## config.mk

```make
export PLATFORM = sky130hd
export DESIGN_NAME = lapl_raster_flat
export DESIGN_NICKNAME = d
export VERILOG_FILES = /design/src/design/lapl_pkg.sv /design/src/design/lapl_if.sv /design/src/design/lapl_raster.sv /design/src/flat_wrapper.sv
export SDC_FILE = /design/constraint.sdc
export NUM_CORES = 1
export LEC_CHECK = 0
export ABC_AREA = 1
export BUFFER_PORTS_ARGS = -buffer_cell sky130_fd_sc_hd__buf_2
export CAP_MARGIN = 20
export CORE_MARGIN = 10
export CORE_UTILIZATION = 58
export CTS_CLUSTER_SIZE = 28
export DETAILED_ROUTE_END_ITERATION = 10
export MAX_ROUTING_LAYER = met4
export PLACE_DENSITY = 0.8
export REMOVE_ABC_BUFFERS = 1
export SLEW_MARGIN = 30
export SYNTH_ARGS = -nofsm -noshare
export SYNTH_HDL_FRONTEND = slang
export SYNTH_SLANG_ARGS = --single-unit
```

## constraint.sdc

```tcl
create_clock -name clk -period 3.6 [get_ports clk]
set_clock_uncertainty 0.1 [all_clocks]
set_input_delay 0.72 -clock clk [delete_from_list [all_inputs] [get_ports clk]]
set_output_delay 0.72 -clock clk [all_outputs]
set_load 0.01 [all_outputs]
```

## src/design/lapl_pkg.sv

```systemverilog
// ---------------------------------------------------------------------------
// lapl_pkg: shared types and constants for the Laplace edge detector
// Pixel and position widths, configuration register codes, the stage
// structs passed between modules and the kernel response function.
// ---------------------------------------------------------------------------
package lapl_pkg;

	localparam int PIXEL_BITS    = 8;
	localparam int MAX_WIDTH     = 2048;
	localparam int COL_BITS      = $clog2(MAX_WIDTH);
	localparam int ROW_BITS      = 16;
	localparam int WREG_BITS     = COL_BITS + 1;
	localparam int CFG_IDX_BITS  = 2;
	localparam int CFG_DATA_BITS = 16;
	localparam int MIN_SIZE      = 3;
	localparam int WIDTH_RESET   = 640;
	localparam int HEIGHT_RESET  = 480;
	localparam int ACC_BITS      = PIXEL_BITS + 3;

	// configuration register codes
	typedef enum logic [CFG_IDX_BITS-1:0] {
		REG_IMAGE_WIDTH  = 2'd0,
		REG_IMAGE_HEIGHT = 2'd1
	} cfg_reg_t;

	// position and flags of the pixel held in stage 1
	typedef struct packed {
		logic                emit;
		logic                last;
		logic [COL_BITS-1:0] addr;
		logic [ROW_BITS-1:0] center_row;
		logic [COL_BITS-1:0] center_col;
	} pos_t;

	// line buffer taps for the pixel held in stage 1
	typedef struct packed {
		logic [PIXEL_BITS-1:0] px;
		logic [PIXEL_BITS-1:0] mid;
		logic [PIXEL_BITS-1:0] top;
	} taps_t;

	// four-neighbour response, negative and overflow both saturate to full scale
	function automatic logic [PIXEL_BITS-1:0] laplace_map(
		input logic [PIXEL_BITS-1:0] ctr,
		input logic [PIXEL_BITS-1:0] upr,
		input logic [PIXEL_BITS-1:0] lwr,
		input logic [PIXEL_BITS-1:0] lft,
		input logic [PIXEL_BITS-1:0] rgt
	);
		logic signed [ACC_BITS-1:0] acc;
		logic        [PIXEL_BITS-1:0] res;
		acc = $signed({1'b0, ctr, 2'b00}) - $signed({3'b000, upr})
			- $signed({3'b000, lwr}) - $signed({3'b000, lft})
			- $signed({3'b000, rgt});
		if (acc[ACC_BITS-1] || (|acc[ACC_BITS-2:PIXEL_BITS]))
			res = '1;
		else
			res = acc[PIXEL_BITS-1:0];
		return res;
	endfunction

endpackage

```

## src/design/lapl_if.sv

```systemverilog


interface lapl_cfg_if;
	import lapl_pkg::*;
	logic                     valid;
	logic                     ready;
	logic [CFG_IDX_BITS-1:0]  index;
	logic [CFG_DATA_BITS-1:0] data;
	modport source (output valid, output index, output data, input ready);
	modport sink   (input valid, input index, input data, output ready);
endinterface

```

## src/design/lapl_raster.sv

```systemverilog
// ---------------------------------------------------------------------------
// lapl_raster: frame size registers and raster position counters
// Holds the configured frame size, tracks the position of the next pixel
// and registers the position flags of the accepted pixel into stage 1.
// ---------------------------------------------------------------------------
module lapl_raster (
	input  logic          clk,
	input  logic          arst_n,
	lapl_cfg_if.sink      cfg,
	input  logic          accept,
	input  logic          advance,
	output logic [lapl_pkg::COL_BITS-1:0] rd_col,
	output logic          valid_s1,
	output lapl_pkg::pos_t pos_s1
);
	import lapl_pkg::*;

	logic [WREG_BITS-1:0] width_q;
	logic [ROW_BITS-1:0]  height_q;
	logic [WREG_BITS-1:0] eff_w;
	logic [ROW_BITS-1:0]  eff_h;
	logic [COL_BITS-1:0]  col_q;
	logic [ROW_BITS-1:0]  row_q;
	logic                 col_end;
	logic                 row_end;

	assign cfg.ready = 1'b1;

	// column of the next pixel, used as the row memory read address
	assign rd_col = col_q;

	// configuration registers
	always_ff @(posedge clk or negedge arst_n) begin
		if (!arst_n) begin
			width_q  <= WREG_BITS'(WIDTH_RESET);
			height_q <= ROW_BITS'(HEIGHT_RESET);
		end else if (cfg.valid && cfg.ready) begin
			case (cfg_reg_t'(cfg.index))
				REG_IMAGE_WIDTH:  width_q  <= cfg.data[WREG_BITS-1:0];
				REG_IMAGE_HEIGHT: height_q <= cfg.data[ROW_BITS-1:0];
				default: ;
			endcase
		end
	end

	// effective frame size, out-of-range values clamped
	always_comb begin
		if (width_q < WREG_BITS'(MIN_SIZE))
			eff_w = WREG_BITS'(MIN_SIZE);
		else if (width_q > WREG_BITS'(MAX_WIDTH))
			eff_w = WREG_BITS'(MAX_WIDTH);
		else
			eff_w = width_q;
		if (height_q < ROW_BITS'(MIN_SIZE))
			eff_h = ROW_BITS'(MIN_SIZE);
		else
			eff_h = height_q;
	end

	// end of row and end of frame detection
	assign col_end = (WREG_BITS'(col_q) + WREG_BITS'(1)) >= eff_w;
	assign row_end = ((ROW_BITS+1)'(row_q) + (ROW_BITS+1)'(1)) >= (ROW_BITS+1)'(eff_h);

	// raster counters, step on every accepted pixel
	always_ff @(posedge clk or negedge arst_n) begin
		if (!arst_n) begin
			col_q <= '0;
			row_q <= '0;
		end else if (accept) begin
			if (col_end) begin
				col_q <= '0;
				row_q <= row_end ? '0 : row_q + ROW_BITS'(1);
			end else begin
				col_q <= col_q + COL_BITS'(1);
			end
		end
	end

	// stage 1 occupancy
	always_ff @(posedge clk or negedge arst_n) begin
		if (!arst_n)
			valid_s1 <= 1'b0;
		else if (accept)
			valid_s1 <= 1'b1;
		else if (advance)
			valid_s1 <= 1'b0;
	end

	// stage 1 position, result belongs to the pixel one row up and one column left
	always_ff @(posedge clk) begin
		if (accept) begin
			pos_s1.emit       <= (row_q >= ROW_BITS'(2)) && (col_q >= COL_BITS'(2));
			pos_s1.last       <= row_end && col_end;
			pos_s1.addr       <= col_q;
			pos_s1.center_row <= row_q - ROW_BITS'(1);
			pos_s1.center_col <= col_q - COL_BITS'(1);
		end
	end

endmodule

```

## src/flat_wrapper.sv

```systemverilog
// flat-port wrapper written by rule: the top's interface ports become plain ports
module lapl_raster_flat import lapl_pkg::*;
  (clk, arst_n, accept, advance, rd_col, valid_s1, pos_s1, cfg_valid, cfg_index, cfg_data, cfg_ready);
  lapl_cfg_if cfg_i ();
  input  logic clk;
  input  logic arst_n;
  input  logic accept;
  input  logic advance;
  output logic [lapl_pkg::COL_BITS-1:0] rd_col;
  output logic valid_s1;
  output lapl_pkg::pos_t pos_s1;
  input wire logic [$bits(cfg_i.valid)-1:0] cfg_valid;
  input wire logic [$bits(cfg_i.index)-1:0] cfg_index;
  input wire logic [$bits(cfg_i.data)-1:0] cfg_data;
  output wire logic [$bits(cfg_i.ready)-1:0] cfg_ready;
  assign cfg_i.valid = cfg_valid;
  assign cfg_i.index = cfg_index;
  assign cfg_i.data = cfg_data;
  assign cfg_ready = cfg_i.ready;
  lapl_raster u_core (.clk(clk), .arst_n(arst_n), .cfg(cfg_i), .accept(accept), .advance(advance), .rd_col(rd_col), .valid_s1(valid_s1), .pos_s1(pos_s1));
endmodule
```

Yosys cells after proc, flatten, opt, wreduce, memory -nomap -nowiden
Cells that the tools add are included.

cells by class
  equal/unequal tests = 1
  add/sub/neg operators = 6
  multiplexer cells = 7
  reductions and logical operators = 7
  magnitude comparators = 7

operators with widths
  cell                     count
  $mux W16                 2
  $mux W12                 2
  $add A16 B1 Y17 const B  1
  $ge A17 B16 Y1           1
  $add A16 B1 Y16 const B  1
  $ge A16 B2 Y1 const B    1
  $lt A16 B2 Y1 const B    1
  $sub A16 B1 Y16 const B  1
  $add A11 B1 Y12 const B  1
  $ge A12 B12 Y1           1
  $gt A12 B12 Y1 const B   1
  $lt A12 B2 Y1 const B    1
  $add A11 B1 Y11 const B  1
  $ge A11 B2 Y1 const B    1
  $mux W11                 1
  $sub A11 B1 Y11 const B  1
  $reduce_and A2 Y1        3
  $eq A2 B1 Y1 const B     1
  $logic_and A1 B1 Y1      2
  $logic_not A2 Y1         1
  $mux W1                  2
  $reduce_bool A2 Y1       1

storage, ports and cells
  word-level logic and storage cells = 38
  output and inout port bits = 53
  bits in registers = 96
  bits of input ports = 23

Depth between registers and ports, before layout
  word-level depth = 5
  gate-level depth with buffers = 19
  gate-level depth less buffers = 18

Worst setup path after synthesis
No wires, ideal clock.

  path kind = flip-flop to flip-flop
  start = reg u_core.col_q[0] (netlist: u_core.rd_col[0])
  end = reg u_core.pos_s1[38] (netlist name)
  data required time = 3,235 ps
  library setup time = 265 ps
  data arrival time = 2,390 ps
  period minus slack after synthesis = 2,755 ps
  setup slack = 845 ps
  path buffers = 1
  stages on the path, launching flop included = 14
  cell sequence = dfrtp_1 -> inv_1 -> nor3_1 -> nand3_1 -> xor2_1 -> ha_1 -> nand2_1 -> nor2_1 -> and2_1 -> nand2_1 -> nand4_1 -> inv_1 -> clkbuf_1 -> nor2_1

between the ends
  word-level cells in the longest chain between the ends = 3

RTL lines
  element                 line               source
  from (decl)             lapl_raster.sv:22  logic [COL_BITS-1:0] col_q;
  from (signal assigned)  lapl_raster.sv:74  col_q <= col_q + COL_BITS'(1);
  $add A11 B1 Y12         lapl_raster.sv:61  assign col_end = (WREG_BITS'(col_q) + WREG_BITS'(1)) >= eff_w;
  $ge A12 B12 Y1          lapl_raster.sv:61
  $logic_and A1 B1 Y1     lapl_raster.sv:93  pos_s1.last <= row_end && col_end;

Every way passes these cells.
A chain may end at the register's enable or synchronous reset.

Worst setup path after layout
  start = reg u_core.col_q[1] (netlist: u_core.rd_col[1])
  end = reg u_core.row_q[0]

between the ends
  word-level cells in the longest chain between the ends = 3

RTL lines
  element                             line               source
  $add A11 B1 Y12                     lapl_raster.sv:61
  $ge A12 B12 Y1                      lapl_raster.sv:61
  $reduce_and A2 Y1 (no source line)  --
  to (signal assigned)                lapl_raster.sv:72  row_q <= row_end ? '0 : row_q + ROW_BITS'(1);
  to (decl)                           lapl_raster.sv:23  logic [ROW_BITS-1:0] row_q;

Every way passes these cells.

==> flow_metrics.env <==
export IMPL_r2r_slack_ps=390
export IMPL_p_leak_nw=3.14
export IMPL_cts_root_buf="clkbuf_8"
export IMPL_antenna_found_initial=0
export IMPL_comb_power_share_pct=39.1
export IMPL_max_freq_mhz=312
export IMPL_critPathArrivalTime_ps=3370
export IMPL_pwr_share_clk_pct=18.7
export IMPL_reg2reg_to="u_core.row_q[0]$_DFFE_PN0P_"
export IMPL_die_h_um=116
export IMPL_nets=776
export IMPL_cellPowerDensity_nw_per_um2=668
export IMPL_power_switching_share_pct=39.8
export IMPL_yosys_area_top_type_share_pct=23.2
export IMPL_htree_levels=3
export IMPL_final_hold_viol_count=0
export IMPL_final_common_cell="nand2_1"
export IMPL_overflow=0
export IMPL_cts_made_buffers=9
export IMPL_finalWeightedCongestion=0.928
export IMPL_drcViolationCount=0
export IMPL_hpwlAfterDp_mm=9.19
export IMPL_yosysTopAreaCell="dfrtp_1"
export IMPL_path_clk_slew_ps=100
export IMPL_areaGrowthSynthToFinish_pct=12.5
export IMPL_yosysSeqAreaShare_pct=48.5
export IMPL_routed_via_density=5.25
export IMPL_fp_coreArea_um2=9150
export IMPL_final_area_um2=6060
export IMPL_wl_per_cell_um=14.3
export IMPL_intPower_w=0.00244
export IMPL_grt_use_total_pct=18.4
export IMPL_worstSetupEndpoint="u_core.row_q[0]$_DFFE_PN0P_"
export IMPL_diodes=0
export IMPL_p_sw_w=0.00161
export IMPL_tightestPinTransition_ps=646
export IMPL_placed_area_um2=5830
export IMPL_syn_area_um2=5390
export IMPL_ant_nets=0
export IMPL_max_slew_margin_pct=56.9
export IMPL_cts_sinks=96
export IMPL_port_buffers=74
export IMPL_finalSetupTns_ps=0
export IMPL_start_kind="register"
export IMPL_synth_top_cells_by_area="dfrtp_1 (23%), edfxtp_1 (22%), nand2_1 (12%), ha_1 (7.9%), inv_1 (6.4%)"
export IMPL_dieArea_um2=13500
export IMPL_clockBufferDepth=2
export IMPL_grt_pass1_vias=4148
export IMPL_yosysWarningCount=0
export IMPL_setup_viol=0
export IMPL_worstSetupPathType="register to register"
export IMPL_cp_max_fo=17
export IMPL_drt_initial_drc_count=212
export IMPL_cp_required_ps=3760
export IMPL_firstDrtPassIters=5
export IMPL_fill_cells=745
export IMPL_grt_max_degree=63
export IMPL_final_cell_mix="nand2_1 (168), inv_1 (91), buf_2 (74)"
export IMPL_syn_inst=645
export IMPL_clk_latency_ps=380
export IMPL_drive_gt1_share_pct=16.0
export IMPL_grt_pass1_wl_mm=19.5
export IMPL_placementRows=35
export IMPL_routed_wl_mm=11.9
export IMPL_outcome="finished, final reports clean"
export IMPL_min_period_ps=3210
export IMPL_ys_seq_elements=96
export IMPL_rsz0062_at_grt="false"
export IMPL_min_path_type="primary input to async pin"
export IMPL_seqPwrFrac_pct=42.2
export IMPL_max_vdd_ir_drop_uv=266
export IMPL_syn_avg_cell_area_um2=8.35
export IMPL_r2r_cells=16
export IMPL_crit_start="u_core.rd_col[1]$_DFFE_PN0P_"
export IMPL_dieWidth_um=116
export IMPL_start_util_pct=58.9
export IMPL_crit_reg2reg_launch="u_core.rd_col[1]$_DFFE_PN0P_"
export IMPL_cts_tree="done"
export IMPL_ios=76
export IMPL_slew_violations=0
export IMPL_vias=4383
export IMPL_endpoint_kind="register"
export IMPL_period_share_pct=89.1
export IMPL_ys_types=36
export IMPL_maxCapViolCount=0
[routing by layer]
layer,vias to the layer above,global-route usage [%],routed length [um]
li1,2213,-,-
met1,2021,24.4,5520
met2,135,28.5,5450
met3,14,2.62,769
met4,0,5.84,163
met5,-,-,0
[metrics by stage]
step                power, W  utilization (%)  worst slack (ps)  hold WS (ps)  cells
global placement     0.00323             63.7               531           368    818
floorplan            0.00275                -               800           324    630
finish               0.00405             66.2               391           247    835
detailed placement   0.00330             63.7               340           374    818
global route         0.00436             66.2               106           283    835
CTS                  0.00406             66.0               297           262    834
[sequential cells by signal, summed over array words and instances, names as in the netlist]
name,count
u_core.width_q,12
u_core.row_q,16
u_core.pos_s1,40
u_core.rd_col,11
u_core.height_q,16
u_core.valid_s1,1
[timing repair]
| action | 4_1_cts | 5_1_grt |
|---|---|---|
| hold buffers | 0 | 0 |
| resized for setup | 0 | 2 |
| endpoints found under the hold margin | 0 | 0 |
| endpoints found under the setup margin | 0 | 13 |
| buffers inserted | 0 | 0 |
[logic make-up (layout without fill, tap and decap cells)]
group / after synthesis / count (layout) / share of synthesized area, %
adders and majority gates: 34 / 34 / 7.90
buffers and inverters: 109 / 188 / 8.15
other: 1 / 1 / 0.0696
and+or+nand+nor: 309 / 309 / 24.2
DFF: 96 / 96 / 48.5
AOI/OAI and AO/OA: 67 / 67 / 6.53
xor gates and xnor gates: 29 / 29 / 4.72
[area by class of cell]
type	instances	area, um^2	share of cell area, %
flip-flops and latches	96	2610	43.1
multi-input cells	440	2340	38.6
repair buffers	78	404	6.67
inverters	94	357	5.88
well taps	111	139	2.29
clock buffers	9	124	2.04
clock inverters	7	86.3	1.42
[Yosys cell counts]
cell	number
nand2_1	168
inv_1	92
nor2_1	61
dfrtp_1	50
nand3_1	45
o21ai_0	44
edfxtp_1	40
ha_1	34
xor2_1	27
a21oi_1	16
nor3_1	10
clkbuf_1	9
nand4_1	8
dfstp_2	6
nand2_2	5
buf_4	3
and2_1	2
inv_2	2
nand3b_1	2
nor2_2	2
nor4_1	2
or2_2	2
xnor2_1	2
a21o_1	1
a31o_2	1
a41oi_1	1
buf_6	1
clkbuf_2	1
clkbuf_8	1
conb_1	1
nand3_2	1
nor2_4	1
o21a_1	1
o21ai_1	1
o21bai_1	1
o22ai_1	1
[worst min path at each step]
| stage | start | endpoint | slack [ps] | cells after the start |
|---|---|---|---|---|
| 2_1_floorplan | arst_n | u_core.height_q[0]$_DFFE_PN0P_ | 320 | 0 |
| 3_3_place_gp | u_core.height_q[9]$_DFFE_PN0P_ | u_core.height_q[9]$_DFFE_PN0P_ | 370 | 2 |
| 3_5_place_dp | u_core.height_q[9]$_DFFE_PN0P_ | u_core.height_q[9]$_DFFE_PN0P_ | 370 | 2 |
| 4_1_cts | arst_n | u_core.height_q[12]$_DFFE_PN0P_ | 260 | 1 |
| 5_1_grt | arst_n | u_core.height_q[13]$_DFFE_PN0P_ | 280 | 1 |
| 6_report | arst_n | u_core.height_q[13]$_DFFE_PN0P_ | 250 | 1 |
[power by group through the flow]
stage	clock network (W)	logic, W	registers (W)
4_1_cts	0.000763	0.00159	0.00171
6_report	0.000756	0.00158	0.00171
3_3_place_gp	0	0.00152	0.00171
5_1_grt	0.000812	0.00180	0.00175
2_1_floorplan	0	0.000942	0.00181
3_5_place_dp	0	0.00157	0.00173
[critical path: stages, from the launching register on]
cell	delay, ps
dfrtp_1	470
ha_1	230
nand3_1	100
nor2_1	140
nand2_1	120
nor2_1	130
xor2_1	250
ha_1	270
nand2_1	60
nor2_1	60
and2_1	130
nand2_1	60
nand4_1	120
nand2_2	290
clkinvlp_4	340
nand3_1	170
nand2_1	70
Note: power is estimated with default switching activity, not from simulation.
