$ cat src/design/lapl_pkg.sv
// ---------------------------------------------------------------------------
// lapl_pkg: shared types and constants for the Laplace edge detector
// Pixel and position widths, configuration register codes, the stage
// structs passed between modules and the kernel response function.
// ---------------------------------------------------------------------------
package lapl_pkg;

	localparam int PIXEL_BITS    = 8;
	localparam int MAX_WIDTH     = 2048;
	localparam int COL_BITS      = $clog2(MAX_WIDTH);
	localparam int ROW_BITS      = 16;
	localparam int WREG_BITS     = COL_BITS + 1;
	localparam int CFG_IDX_BITS  = 2;
	localparam int CFG_DATA_BITS = 16;
	localparam int MIN_SIZE      = 3;
	localparam int WIDTH_RESET   = 640;
	localparam int HEIGHT_RESET  = 480;
	localparam int ACC_BITS      = PIXEL_BITS + 3;

	// configuration register codes
	typedef enum logic [CFG_IDX_BITS-1:0] {
		REG_IMAGE_WIDTH  = 2'd0,
		REG_IMAGE_HEIGHT = 2'd1
	} cfg_reg_t;

	// position and flags of the pixel held in stage 1
	typedef struct packed {
		logic                emit;
		logic                last;
		logic [COL_BITS-1:0] addr;
		logic [ROW_BITS-1:0] center_row;
		logic [COL_BITS-1:0] center_col;
	} pos_t;

	// line buffer taps for the pixel held in stage 1
	typedef struct packed {
		logic [PIXEL_BITS-1:0] px;
		logic [PIXEL_BITS-1:0] mid;
		logic [PIXEL_BITS-1:0] top;
	} taps_t;

	// four-neighbour response, negative and overflow both saturate to full scale
	function automatic logic [PIXEL_BITS-1:0] laplace_map(
		input logic [PIXEL_BITS-1:0] ctr,
		input logic [PIXEL_BITS-1:0] upr,
		input logic [PIXEL_BITS-1:0] lwr,
		input logic [PIXEL_BITS-1:0] lft,
		input logic [PIXEL_BITS-1:0] rgt
	);
		logic signed [ACC_BITS-1:0] acc;
		logic        [PIXEL_BITS-1:0] res;
		acc = $signed({1'b0, ctr, 2'b00}) - $signed({3'b000, upr})
			- $signed({3'b000, lwr}) - $signed({3'b000, lft})
			- $signed({3'b000, rgt});
		if (acc[ACC_BITS-1] || (|acc[ACC_BITS-2:PIXEL_BITS]))
			res = '1;
		else
			res = acc[PIXEL_BITS-1:0];
		return res;
	endfunction

endpackage

$ cat src/design/lapl_if.sv


interface lapl_edge_if;
	import lapl_pkg::*;
	logic                  valid;
	logic                  ready;
	logic [PIXEL_BITS-1:0] edge_value;
	logic [ROW_BITS-1:0]   center_row;
	logic [COL_BITS-1:0]   center_col;
	logic                  frame_last;
	modport source (output valid, output edge_value, output center_row,
		output center_col, output frame_last, input ready);
	modport sink   (input valid, input edge_value, input center_row,
		input center_col, input frame_last, output ready);
endinterface


$ cat src/design/lapl_kernel.sv
// ---------------------------------------------------------------------------
// lapl_kernel: window registers, response and result register
// Shifts the 3x3 cross window, computes the four-neighbour response and
// holds the result request until the sink takes it.
// ---------------------------------------------------------------------------
module lapl_kernel (
	input  logic            clk,
	input  logic            arst_n,
	input  logic            advance,
	input  lapl_pkg::pos_t  pos_s1,
	input  lapl_pkg::taps_t taps_s1,
	lapl_edge_if.source     edges
);
	import lapl_pkg::*;

	logic [PIXEL_BITS-1:0] left_q;
	logic [PIXEL_BITS-1:0] ctr_q;
	logic [PIXEL_BITS-1:0] upr_q;
	logic [PIXEL_BITS-1:0] lwr_q;
	logic [PIXEL_BITS-1:0] resp;
	logic                  valid_q;
	logic [PIXEL_BITS-1:0] edge_q;
	logic [ROW_BITS-1:0]   row_q;
	logic [COL_BITS-1:0]   col_q;
	logic                  last_q;

	// window shift as the stage 1 pixel moves on
	always_ff @(posedge clk or negedge arst_n) begin
		if (!arst_n) begin
			left_q <= '0;
			ctr_q  <= '0;
			upr_q  <= '0;
			lwr_q  <= '0;
		end else if (advance) begin
			left_q <= ctr_q;
			ctr_q  <= taps_s1.mid;
			upr_q  <= taps_s1.top;
			lwr_q  <= taps_s1.px;
		end
	end

	// right neighbour comes straight from the middle row tap
	assign resp = laplace_map(ctr_q, upr_q, lwr_q, left_q, taps_s1.mid);

	// result request valid
	always_ff @(posedge clk or negedge arst_n) begin
		if (!arst_n)
			valid_q <= 1'b0;
		else if (advance && pos_s1.emit)
			valid_q <= 1'b1;
		else if (edges.ready)
			valid_q <= 1'b0;
	end

	// result payload
	always_ff @(posedge clk) begin
		if (advance && pos_s1.emit) begin
			edge_q <= resp;
			row_q  <= pos_s1.center_row;
			col_q  <= pos_s1.center_col;
			last_q <= pos_s1.last;
		end
	end

	assign edges.valid      = valid_q;
	assign edges.edge_value = edge_q;
	assign edges.center_row = row_q;
	assign edges.center_col = col_q;
	assign edges.frame_last = last_q;

endmodule

$ cat src/flat_wrapper.sv
// flat-port wrapper written by rule: the top's interface ports become plain ports
module lapl_kernel_flat import lapl_pkg::*;
  (clk, arst_n, advance, pos_s1, taps_s1, edges_valid, edges_edge_value, edges_center_row, edges_center_col, edges_frame_last, edges_ready);
  lapl_edge_if edges_i ();
  input  logic clk;
  input  logic arst_n;
  input  logic advance;
  input  lapl_pkg::pos_t pos_s1;
  input  lapl_pkg::taps_t taps_s1;
  output wire logic [$bits(edges_i.valid)-1:0] edges_valid;
  output wire logic [$bits(edges_i.edge_value)-1:0] edges_edge_value;
  output wire logic [$bits(edges_i.center_row)-1:0] edges_center_row;
  output wire logic [$bits(edges_i.center_col)-1:0] edges_center_col;
  output wire logic [$bits(edges_i.frame_last)-1:0] edges_frame_last;
  input wire logic [$bits(edges_i.ready)-1:0] edges_ready;
  assign edges_valid = edges_i.valid;
  assign edges_edge_value = edges_i.edge_value;
  assign edges_center_row = edges_i.center_row;
  assign edges_center_col = edges_i.center_col;
  assign edges_frame_last = edges_i.frame_last;
  assign edges_i.ready = edges_ready;
  lapl_kernel u_core (.clk(clk), .arst_n(arst_n), .advance(advance), .pos_s1(pos_s1), .taps_s1(taps_s1), .edges(edges_i));
endmodule
$ cat config.mk
export PLATFORM = sky130hd
export DESIGN_NAME = lapl_kernel_flat
export DESIGN_NICKNAME = d
export VERILOG_FILES = /design/src/design/lapl_pkg.sv /design/src/design/lapl_if.sv /design/src/design/lapl_kernel.sv /design/src/flat_wrapper.sv
export SDC_FILE = /design/constraint.sdc
export NUM_CORES = 1
export LEC_CHECK = 0
export BUFFER_PORTS_ARGS = -buffer_cell sky130_fd_sc_hd__clkbuf_2
export CELL_PAD_IN_SITES_DETAIL_PLACEMENT = 0
export CELL_PAD_IN_SITES_GLOBAL_PLACEMENT = 1
export CORE_ASPECT_RATIO = 0.9
export CORE_MARGIN = 2
export CORE_UTILIZATION = 43
export DETAILED_ROUTE_END_ITERATION = 10
export GPL_TIMING_DRIVEN = 1
export PLACE_DENSITY = 0.95
export SLEW_MARGIN = 20
export SYNTH_ARGS = -nofsm -noshare
export SYNTH_HDL_FRONTEND = slang
export SYNTH_SLANG_ARGS = --single-unit
$ cat constraint.sdc
create_clock -name clk -period 9.5 [get_ports clk]
set_input_delay 0.475 -clock clk [delete_from_list [all_inputs] [get_ports clk]]
set_output_delay 0.475 -clock clk [all_outputs]
set_load 0.05 [all_outputs]
# [Word-level counts from Yosys, hierarchy flattened]
# Cells that the tools add are included.
[word_totals] regBits=69 latchBits=0 mem_bits_rw=0 romBits=0 in_bits=68 output_inout_bits=37 wordCells=19 n_memories=0
[op_classes] n_addsub=4 multipliers=0 n_div=0 magnitude_cmp=0 n_eq_ne=0 shifts=0 muxes=2 n_bitwise=0 reduce_logical=4
[ops] cell="$sub A11 B9 Y11" count=3
[ops] cell="$sub A10 B8 Y11" count=1
[ops] cell="$mux W1" count=2
[ops] cell="$reduce_bool A2 Y1" count=1
[ops] cell="$reduce_or A2 Y1" count=1
[ops] cell="$logic_and A1 B1 Y1" count=1
[ops] cell="$logic_or A1 B1 Y1" count=1

# [Depth between registers and ports, before layout]
# Gate-level depths: netlist of run 1.
[depth] ltp_word=6 mapped_depth=13 mapped_depth_nobuf=12

# [Least setup slack after synthesis of run 1]
# Ideal clock, no wire load.
[synth_timing] kind="register -> register" start="register u_core.lwr_q[4]" end="register u_core.edge_q[7] (netlist: u_core.edges.edge_value[7]) (data pin)" arrival_ps=3398 required_time_ps=9223 setup_slack_ps=5825 stages_incl_launch_ff=13 n_path_buf=0 period_less_slack_ps=3675 cell_sequence="dfrtp_1 inv_1 fa_1 inv_1 fa_1 fa_1 inv_1 ha_1 a21o_2 nand2b_1 a41oi_1 mux2i_2 o211ai_1"
[synth_between] elab_chain_cells=5
[synth_lines] element="start: declaration" line_no="lapl_kernel.sv:19" rtl="logic [PIXEL_BITS-1:0] lwr_q;"
[synth_lines] element="start signal: assignment" line_no="lapl_kernel.sv:38" rtl="lwr_q <= taps_s1.px;"
[synth_lines] element="$sub A11 B9 Y11 * (2 in a row)" line_no="lapl_pkg.sv:53" rtl="- $signed({3'b000, lwr}) - $signed({3'b000, lft})"
[synth_lines] element="$sub A11 B9 Y11 *" line_no="lapl_pkg.sv:54" rtl="- $signed({3'b000, rgt});"
[synth_lines] element="$reduce_or A2 Y1" line_no="lapl_pkg.sv:55" rtl="if (acc[ACC_BITS-1] || (|acc[ACC_BITS-2:PIXEL_BITS]))"
[synth_lines] element="$logic_or A1 B1 Y1" line_no="lapl_pkg.sv:55"
[synth_lines] element="end signal: assignment" line_no="lapl_kernel.sv:58" rtl="edge_q <= resp;"
[synth_lines] element="end: declaration" line_no="lapl_kernel.sv:22" rtl="logic [PIXEL_BITS-1:0] edge_q;"
# Mark *: on every way between the ends. The rest lies on a longest branch, timed or not.
# A chain may end at the register's enable or synchronous reset.

# [Worst setup path after layout of run 1]
[layout_timing] start="register u_core.lwr_q[4]" end="register u_core.edge_q[3] (netlist: u_core.edges.edge_value[3]) (data pin)"
[layout_between] elab_chain_cells=5
[layout_lines] element="$sub A11 B9 Y11 * (2 in a row)" line_no="lapl_pkg.sv:53"
[layout_lines] element="$sub A11 B9 Y11 *" line_no="lapl_pkg.sv:54"
[layout_lines] element="$reduce_or A2 Y1" line_no="lapl_pkg.sv:55"
[layout_lines] element="$logic_or A1 B1 Y1 *" line_no="lapl_pkg.sv:55"
# Marked as above.

==> metrics, run 1 <==
Root Driver=clkbuf_8; Critical Path Fanout Max=8; DR vias/cell=4.76; register area=around 1900 µm²; Leakage=between 2 and 2.5 nW; Worst Skew=between 8 and 9 ps; most frequent cells in the layout=clkbuf_2, inv_1, edfxtp_1, nand2_1, dfrtp_1; Avg Inst Size Synth=about 12 µm²; Crit. End Element=flop; R2R Setup Slk=around 5500 ps; Seq/Total Area, Yosys=54.5%; first drt pass iteration count=4; Final ANT Viol Nets=0; most common cell after layout, fill and taps aside=clkbuf_2; DRC viols=0; Core Region=7990 µm²; Ant. Diodes=0; Multi-input gate area=between 1000 and 1500 µm²; Wirelength per Cell=12.6 µm; dpl cells=475; Yosys cell types=37; share of post-route cells with drive strength above 1=30.1%; relative slew slack=about 45%; max capacitance violation total=0; PD cells=288 nW/µm²; GRT overflow=0; worst hold slack=~220 ps; Die X=99.1 µm; Synth Cell Area=roughly 3500 µm²; Clk pin slew, worst setup/hold paths=around 80 ps; clk sinks=between 60 and 70; Max clock buf depth=2; FMAX=250 MHz; Filler Cells Inserted=between 700 and 800; Area Overhead vs Synth=22.5%; antenna violations before repair=0; WP data required=9560 ps; postcts setup bufs=0; gr usage total=around 15%; Non-Filler Instances=491; routed vias=roughly 2300; vias in the first global route=between 2000 and 2500; PortBufs=93; Tmin final=about 4000 ps; Hold Fails Final Rpt=0; clock latency at the later pin of the worst-skew pair=about 340 ps; Final Net Count=about 500; global-route wire length before repair=about 10000 µm; synthesized instance count=between 200 and 300; TritonCTS clock tree=built; VDD IR max=roughly 0.00012 V; Initial Util=between 40% and 50%; CP Launch Type=flop; First DRT Iteration DRCs=96; cts hold-fix bufs=0; syn_nets=around 400; Die Ht=89.6 µm; top-level I/O count=around 110; Tot Pwr=around 0.0012 W; Tcrit/Tclk final=a little over two fifths; cts bufs inserted=9; routability cong.=0.801; crit path DAT=roughly 4000 ps; Detailed Route WL=6200 µm; Worst-Margin Slew=roughly 830 ps; status=finished, final reports clean; Post-DP HPWL=~4700 µm; worst min-delay path category=in2async; Slew Limit Fails=0; RSZ-0062 raised after global routing=no; setup TNS=0 ps; CTS H-tree depth=3; Final setup viols=0; largest net degree at the start of global routing=60; total die area=8870 µm²; #FFs+latches synth=69; Yosys warnings=0; CP Class=reg2reg; num rows=31; post-CTS sizing=0
-- synth_stat cells --
library cell / instances / area share [%]
a22oi_1: 1 / 0.21
o31ai_1: 1 / 0.21
buf_6: 1 / 0.32
xor2_1: 3 / 0.75
and3_4: 2 / 0.64
mux2_1: 6 / 1.9
and3_1: 1 / 0.18
buf_1: 3 / 0.32
nor3_1: 1 / 0.14
clkbuf_1: 3 / 0.32
o21ai_0: 6 / 0.86
a21o_2: 1 / 0.25
o21ai_1: 26 / 3.7
nor2_1: 5 / 0.54
dfrtp_1: 33 / 24
a211o_4: 2 / 1.0
o211ai_1: 2 / 0.43
nand2_1: 33 / 3.5
edfxtp_1: 36 / 31
mux2i_2: 1 / 0.39
a21o_1: 4 / 0.86
fa_1: 23 / 13
xnor2_1: 2 / 0.50
a2111oi_2: 1 / 0.43
ha_1: 13 / 4.7
inv_1: 54 / 5.8
a41oi_1: 1 / 0.25
and2_1: 2 / 0.36
a211oi_1: 2 / 0.43
a211o_1: 1 / 0.25
nor3b_1: 1 / 0.21
a21oi_1: 6 / 0.86
nand3_1: 6 / 0.86
mux2_2: 1 / 0.32
nand2b_1: 2 / 0.36
o21bai_1: 1 / 0.21
a31oi_1: 1 / 0.18
-- sequential cells by signal, indices dropped and copies added (netlist names) --
name	flops
u_core.edges.center_row	16
u_core.edges.center_col	11
u_core.ctr_q	8
u_core.edges.edge_value	8
u_core.left_q	8
u_core.lwr_q	8
u_core.upr_q	8
u_core.edges.frame_last	1
u_core.edges.valid	1
-- where the power goes --
group | switching (W) | internal [W] | total (W)
sequential | 0.00000986 | 0.000352 | 0.000362
clock | 0.000111 | 0.000148 | 0.000259
combinational | 0.000363 | 0.000247 | 0.000610
total | 0.000484 | 0.000747 | 0.00123
-- area by class of cell --
type,instances,share of cell area [%]
sequential,69,44.5
multi-input combinational,158,31.6
clock buffer,10,2.98
timing repair buffer,95,11.2
tap,99,2.89
inverter,54,4.73
clock inverter,6,2.04
-- stage by stage --
stage | setup slack [ps] | instance area, µm² | utilization [%]
floorplan | 5820 | 3500 | -
global placement | 5610 | 4070 | 50.9
detailed placement | 5540 | 4070 | 50.9
CTS | 5520 | 4280 | 53.6
global route | 5270 | 4280 | 53.6
finish | 5500 | 4280 | 53.6
-- kinds of logic after synthesis --
group                      Yosys count  synth area share (%)
AOI/OAI and AO/OA                   56                  10.2
xor gates and xnor gates             5                  1.25
adders and majority gates           36                  17.8
buffers and inverters               61                  6.76
DFF                                 69                  54.5
muxes                                8                  2.65
and+or+nand+nor                     53                  6.83
-- path summary, 6_finish.rpt --
path                                    start                          to  depth (start not counted)
hold / removal                         arst_n             u_core.lwr_q[1]                          1
setup / recovery              u_core.lwr_q[4]  u_core.edges.edge_value[3]                         12
max in group asynchronous              arst_n            u_core.left_q[4]                          1
min in group clk                    pos_s1[6]  u_core.edges.center_col[6]                          1
hold reg to reg            u_core.edges.valid          u_core.edges.valid                          1
setup reg to reg              u_core.lwr_q[4]  u_core.edges.edge_value[3]                         12
-- worst max-delay path, cell delays in order (launching register included) --
cell      delay, ps
dfrtp_1         320
inv_1            60
fa_1            530
inv_1            50
fa_1            480
fa_1            510
inv_1            40
ha_1            380
a211oi_1        270
o21ai_0         170
a41oi_1         310
mux2i_2         440
nand3_1         160
-- layer usage --
layer  vias up  part of all wire, %  global-route usage [%]
met5         -                    0                       0
met2        87                   45                    24.9
li1       1153                    -                       -
met3         9                  8.7                    5.08
met1      1088                   45                    17.4
met4         0                  1.3                    5.23
No activity file was read; power rests on OpenSTA's default activity.
==> inputs of run 2 (changes only) <==
--- a/config.mk
+++ b/config.mk
@@ -10,10 +10,10 @@
 export CELL_PAD_IN_SITES_GLOBAL_PLACEMENT = 1
 export CORE_ASPECT_RATIO = 0.9
 export CORE_MARGIN = 2
-export CORE_UTILIZATION = 43
+export CORE_UTILIZATION = 40
 export DETAILED_ROUTE_END_ITERATION = 10
 export GPL_TIMING_DRIVEN = 1
-export PLACE_DENSITY = 0.95
+export PLACE_DENSITY = 0.89
 export SLEW_MARGIN = 20
 export SYNTH_ARGS = -nofsm -noshare
 export SYNTH_HDL_FRONTEND = slang
==> constraint.sdc (replaced) <==
create_clock -name clk -period 3.9 [get_ports clk]
set_input_delay 0.195 -clock clk [delete_from_list [all_inputs] [get_ports clk]]
set_output_delay 0.195 -clock clk [all_outputs]
set_load 0.05 [all_outputs]
==> run 2 against run 1 <==
Effect of this change:
- power grew 150%
- core utilization down 2.7 points
- non-clock buffer count up 3
- register-to-register slack worse by 5300 ps
- critical path depth up 1
- die area is 7.2% higher
- clock skew about the same
- final cell count up 4.7%
- maximum frequency grew 6.7%
- combinational power rose to 2.5 times the previous value
- critical path type unchanged
- largest cell class unchanged
- largest power group unchanged
- highest routed layer unchanged
==> metrics, run 2 (synthesis gave the netlist of run 1 again) <==
Die X=103 µm (+3.5%); Worst-Margin Slew=829 ps (-3.70 ps); Ant. Diodes=0 (unchanged); status=finished, final reports clean; crit path DAT=3840 ps (-220 ps); global-route wire length before repair=9900 µm (-0.97%); First DRT Iteration DRCs=67 (-30%); Worst Skew=8.89 ps (+0.00799 ps); top-level I/O count=105 (unchanged); launching point of the worst reg2reg path=u_core.lwr_q[4]; CP Launch Type=flop; Initial Util=41.0% (-2.8 points); vias in the first global route=2198 (-3.3%); gr usage total=13.6% (-0.96 points); number of flip-flops in the largest register=16 (unchanged); Crit. End Element=flop; Wirelength per Cell=11.7 µm (-7.2%); Final Net Count=494 (+0.61%); met3 Usage GRT=4.38% (-0.70 points); Worst path slowest cell=fa_1; GRT overflow=0 (unchanged); DRC viols=0 (unchanged); DR vias/cell=4.47 (-6.1%); share of post-route cells with drive strength above 1=30.6% (+0.53 points); Detailed Route WL=6020 µm (-2.9%); cts bufs inserted=9 (unchanged); crit path buf inv count=4 (+1); Most Used Layer, Global Route=met2; clock latency at the later pin of the worst-skew pair=350 ps (about the same); GR Util met2=20.8% (-4.1 points); PD cells=701 nW/µm² (+140%); Slew Limit Fails=0 (unchanged); num rows=32 (+3.2%); Crit path max-delay family=adder cells; Hold Fails Final Rpt=0 (unchanged); antenna violations before repair=0 (unchanged); Clk pin slew, worst setup/hold paths=70 ps (about the same); relative slew slack=44.8% (+0.25 points); clk sinks=69 (unchanged); VDD IR max=0.000341 V (+180%); CP startpoint=u_core.lwr_q[4]; CP Class=reg2reg; placed inst area=4110 µm² (+0.98%); total die area=9510 µm² (+7.2%); Max stage delay on crit path=530 ps (about the same); routability cong.=0.745 (-6.9%); met1 Usage GRT=17.1% (-0.22 points); Critical Path Fanout Max=7 (-1); Die Ht=92.7 µm (+3.5%); Tcrit/Tclk final=96.1% (+54 points); max capacitance violation total=0 (unchanged); most frequent cells in the layout=clkbuf_2, inv_1, edfxtp_1, nand2_1, dfrtp_1; Tmin final=3750 ps (-252 ps); R2R Setup Slk=150 ps (-5350 ps); Filler Cells Inserted=767 (+8.9%); TritonCTS clock tree=built; first drt pass iteration count=4 (unchanged); WP data required=3990 ps (-5570 ps); worst min-delay path category=in2reg; Tot Pwr=0.00305 W (+150%); Area Overhead vs Synth=24.2%; worst path cell trace=inv_1, fa_1, inv_1, fa_1, fa_1, inv_1, ha_1, a21o_2, nand2b_1, a41oi_2, mux2i_2, buf_4, nand3_1; postcts setup bufs=0 (unchanged); most common cell after layout, fill and taps aside=clkbuf_2; Core Region=8530 µm² (+6.7%); Root Driver=clkbuf_8; routed vias=2298 (-1.7%); PortBufs=93 (unchanged); Leakage=2.06 nW (+0.67%); Final ANT Viol Nets=0 (unchanged); CTS H-tree depth=3 (unchanged); Hold Path Origin=pos_s1[3]; largest net degree at the start of global routing=60 (unchanged); Max clock buf depth=2 (unchanged); FMAX=267 MHz (+6.7%); Final setup viols=0 (unchanged); setup TNS=0 ps (unchanged); Final Instance Area=4340 µm² (+1.4%); Post-DP HPWL=4620 µm (-1.4%)
run 2: changes by cell type in the layout (fill, tap and decap cells not counted), sizes merged:
cell	delta
inv	+1
buf	+2
dlygate4sd3	+1
clkinv	-1
run 2: layer usage:
metal / vias to the layer above / wire length (µm) / share of wire (%)
li1: 1151 / - / -
met1: 1047 / 2610 / 43
met2: 86 / 2630 / 44
met3: 14 / 622 / 10
met4: 0 / 159 / 2.6
met5: - / 0 / 0
run 2: layout make-up:
cell class,instances,area (µm²),area share [%]
Inverter,54,203,4.67
Clock buffer,10,128,2.94
Tap cell,119,149,3.43
Sequential cell,69,1910,43.9
Multi-Input combinational cell,158,1370,31.5
Clock inverter,6,86.3,1.99
Timing Repair Buffer,98,505,11.6
run 2: worst paths after layout:
check / cells past startpoint / endpoint
worst min-delay path: 1 / u_core.edges.center_col[3]
worst min register to register: 1 / u_core.edges.valid
min in group asynchronous: 2 / u_core.lwr_q[1]
max in group asynchronous: 2 / u_core.ctr_q[5]
worst max register to register: 13 / u_core.edges.edge_value[3]
worst max-delay path: 13 / u_core.edges.edge_value[3]
run 2: timing repair:
item / CTS / global route
gates resized for setup: 0 / 2
hold buffers: 1 / 0
endpoints found under the hold margin: 33 / 0
setup endpoints to repair: 0 / 7
run 2: stage by stage:
stage          util (%)  worst slack [ps]  hold slack, ps  cells
2_1_floorplan         -               225            -101    288
4_1_cts            50.8               117            8.98    514
3_3_place_gp       48.2               185             334    497
3_5_place_dp       48.2               143             341    497
6_report           50.9               153            22.9    514
5_1_grt            50.9             -6.80            9.57    514
run 2: power by group:
group	switching (W)	internal [W]	total, W
Sequential	0.0000249	0.000858	0.000883
Combinational	0.000902	0.000636	0.00154
Clock	0.000265	0.000360	0.000626
run 2: worst register-to-register path: cells and delay by family (launching register included):
kind	cells	cell delay, ps
AOI/OAI and AO/OA	2	500
muxes	1	250
buffers and inverters	4	320
and+or+nand+nor	2	230
adders and majority gates	4	1880
DFF	1	320
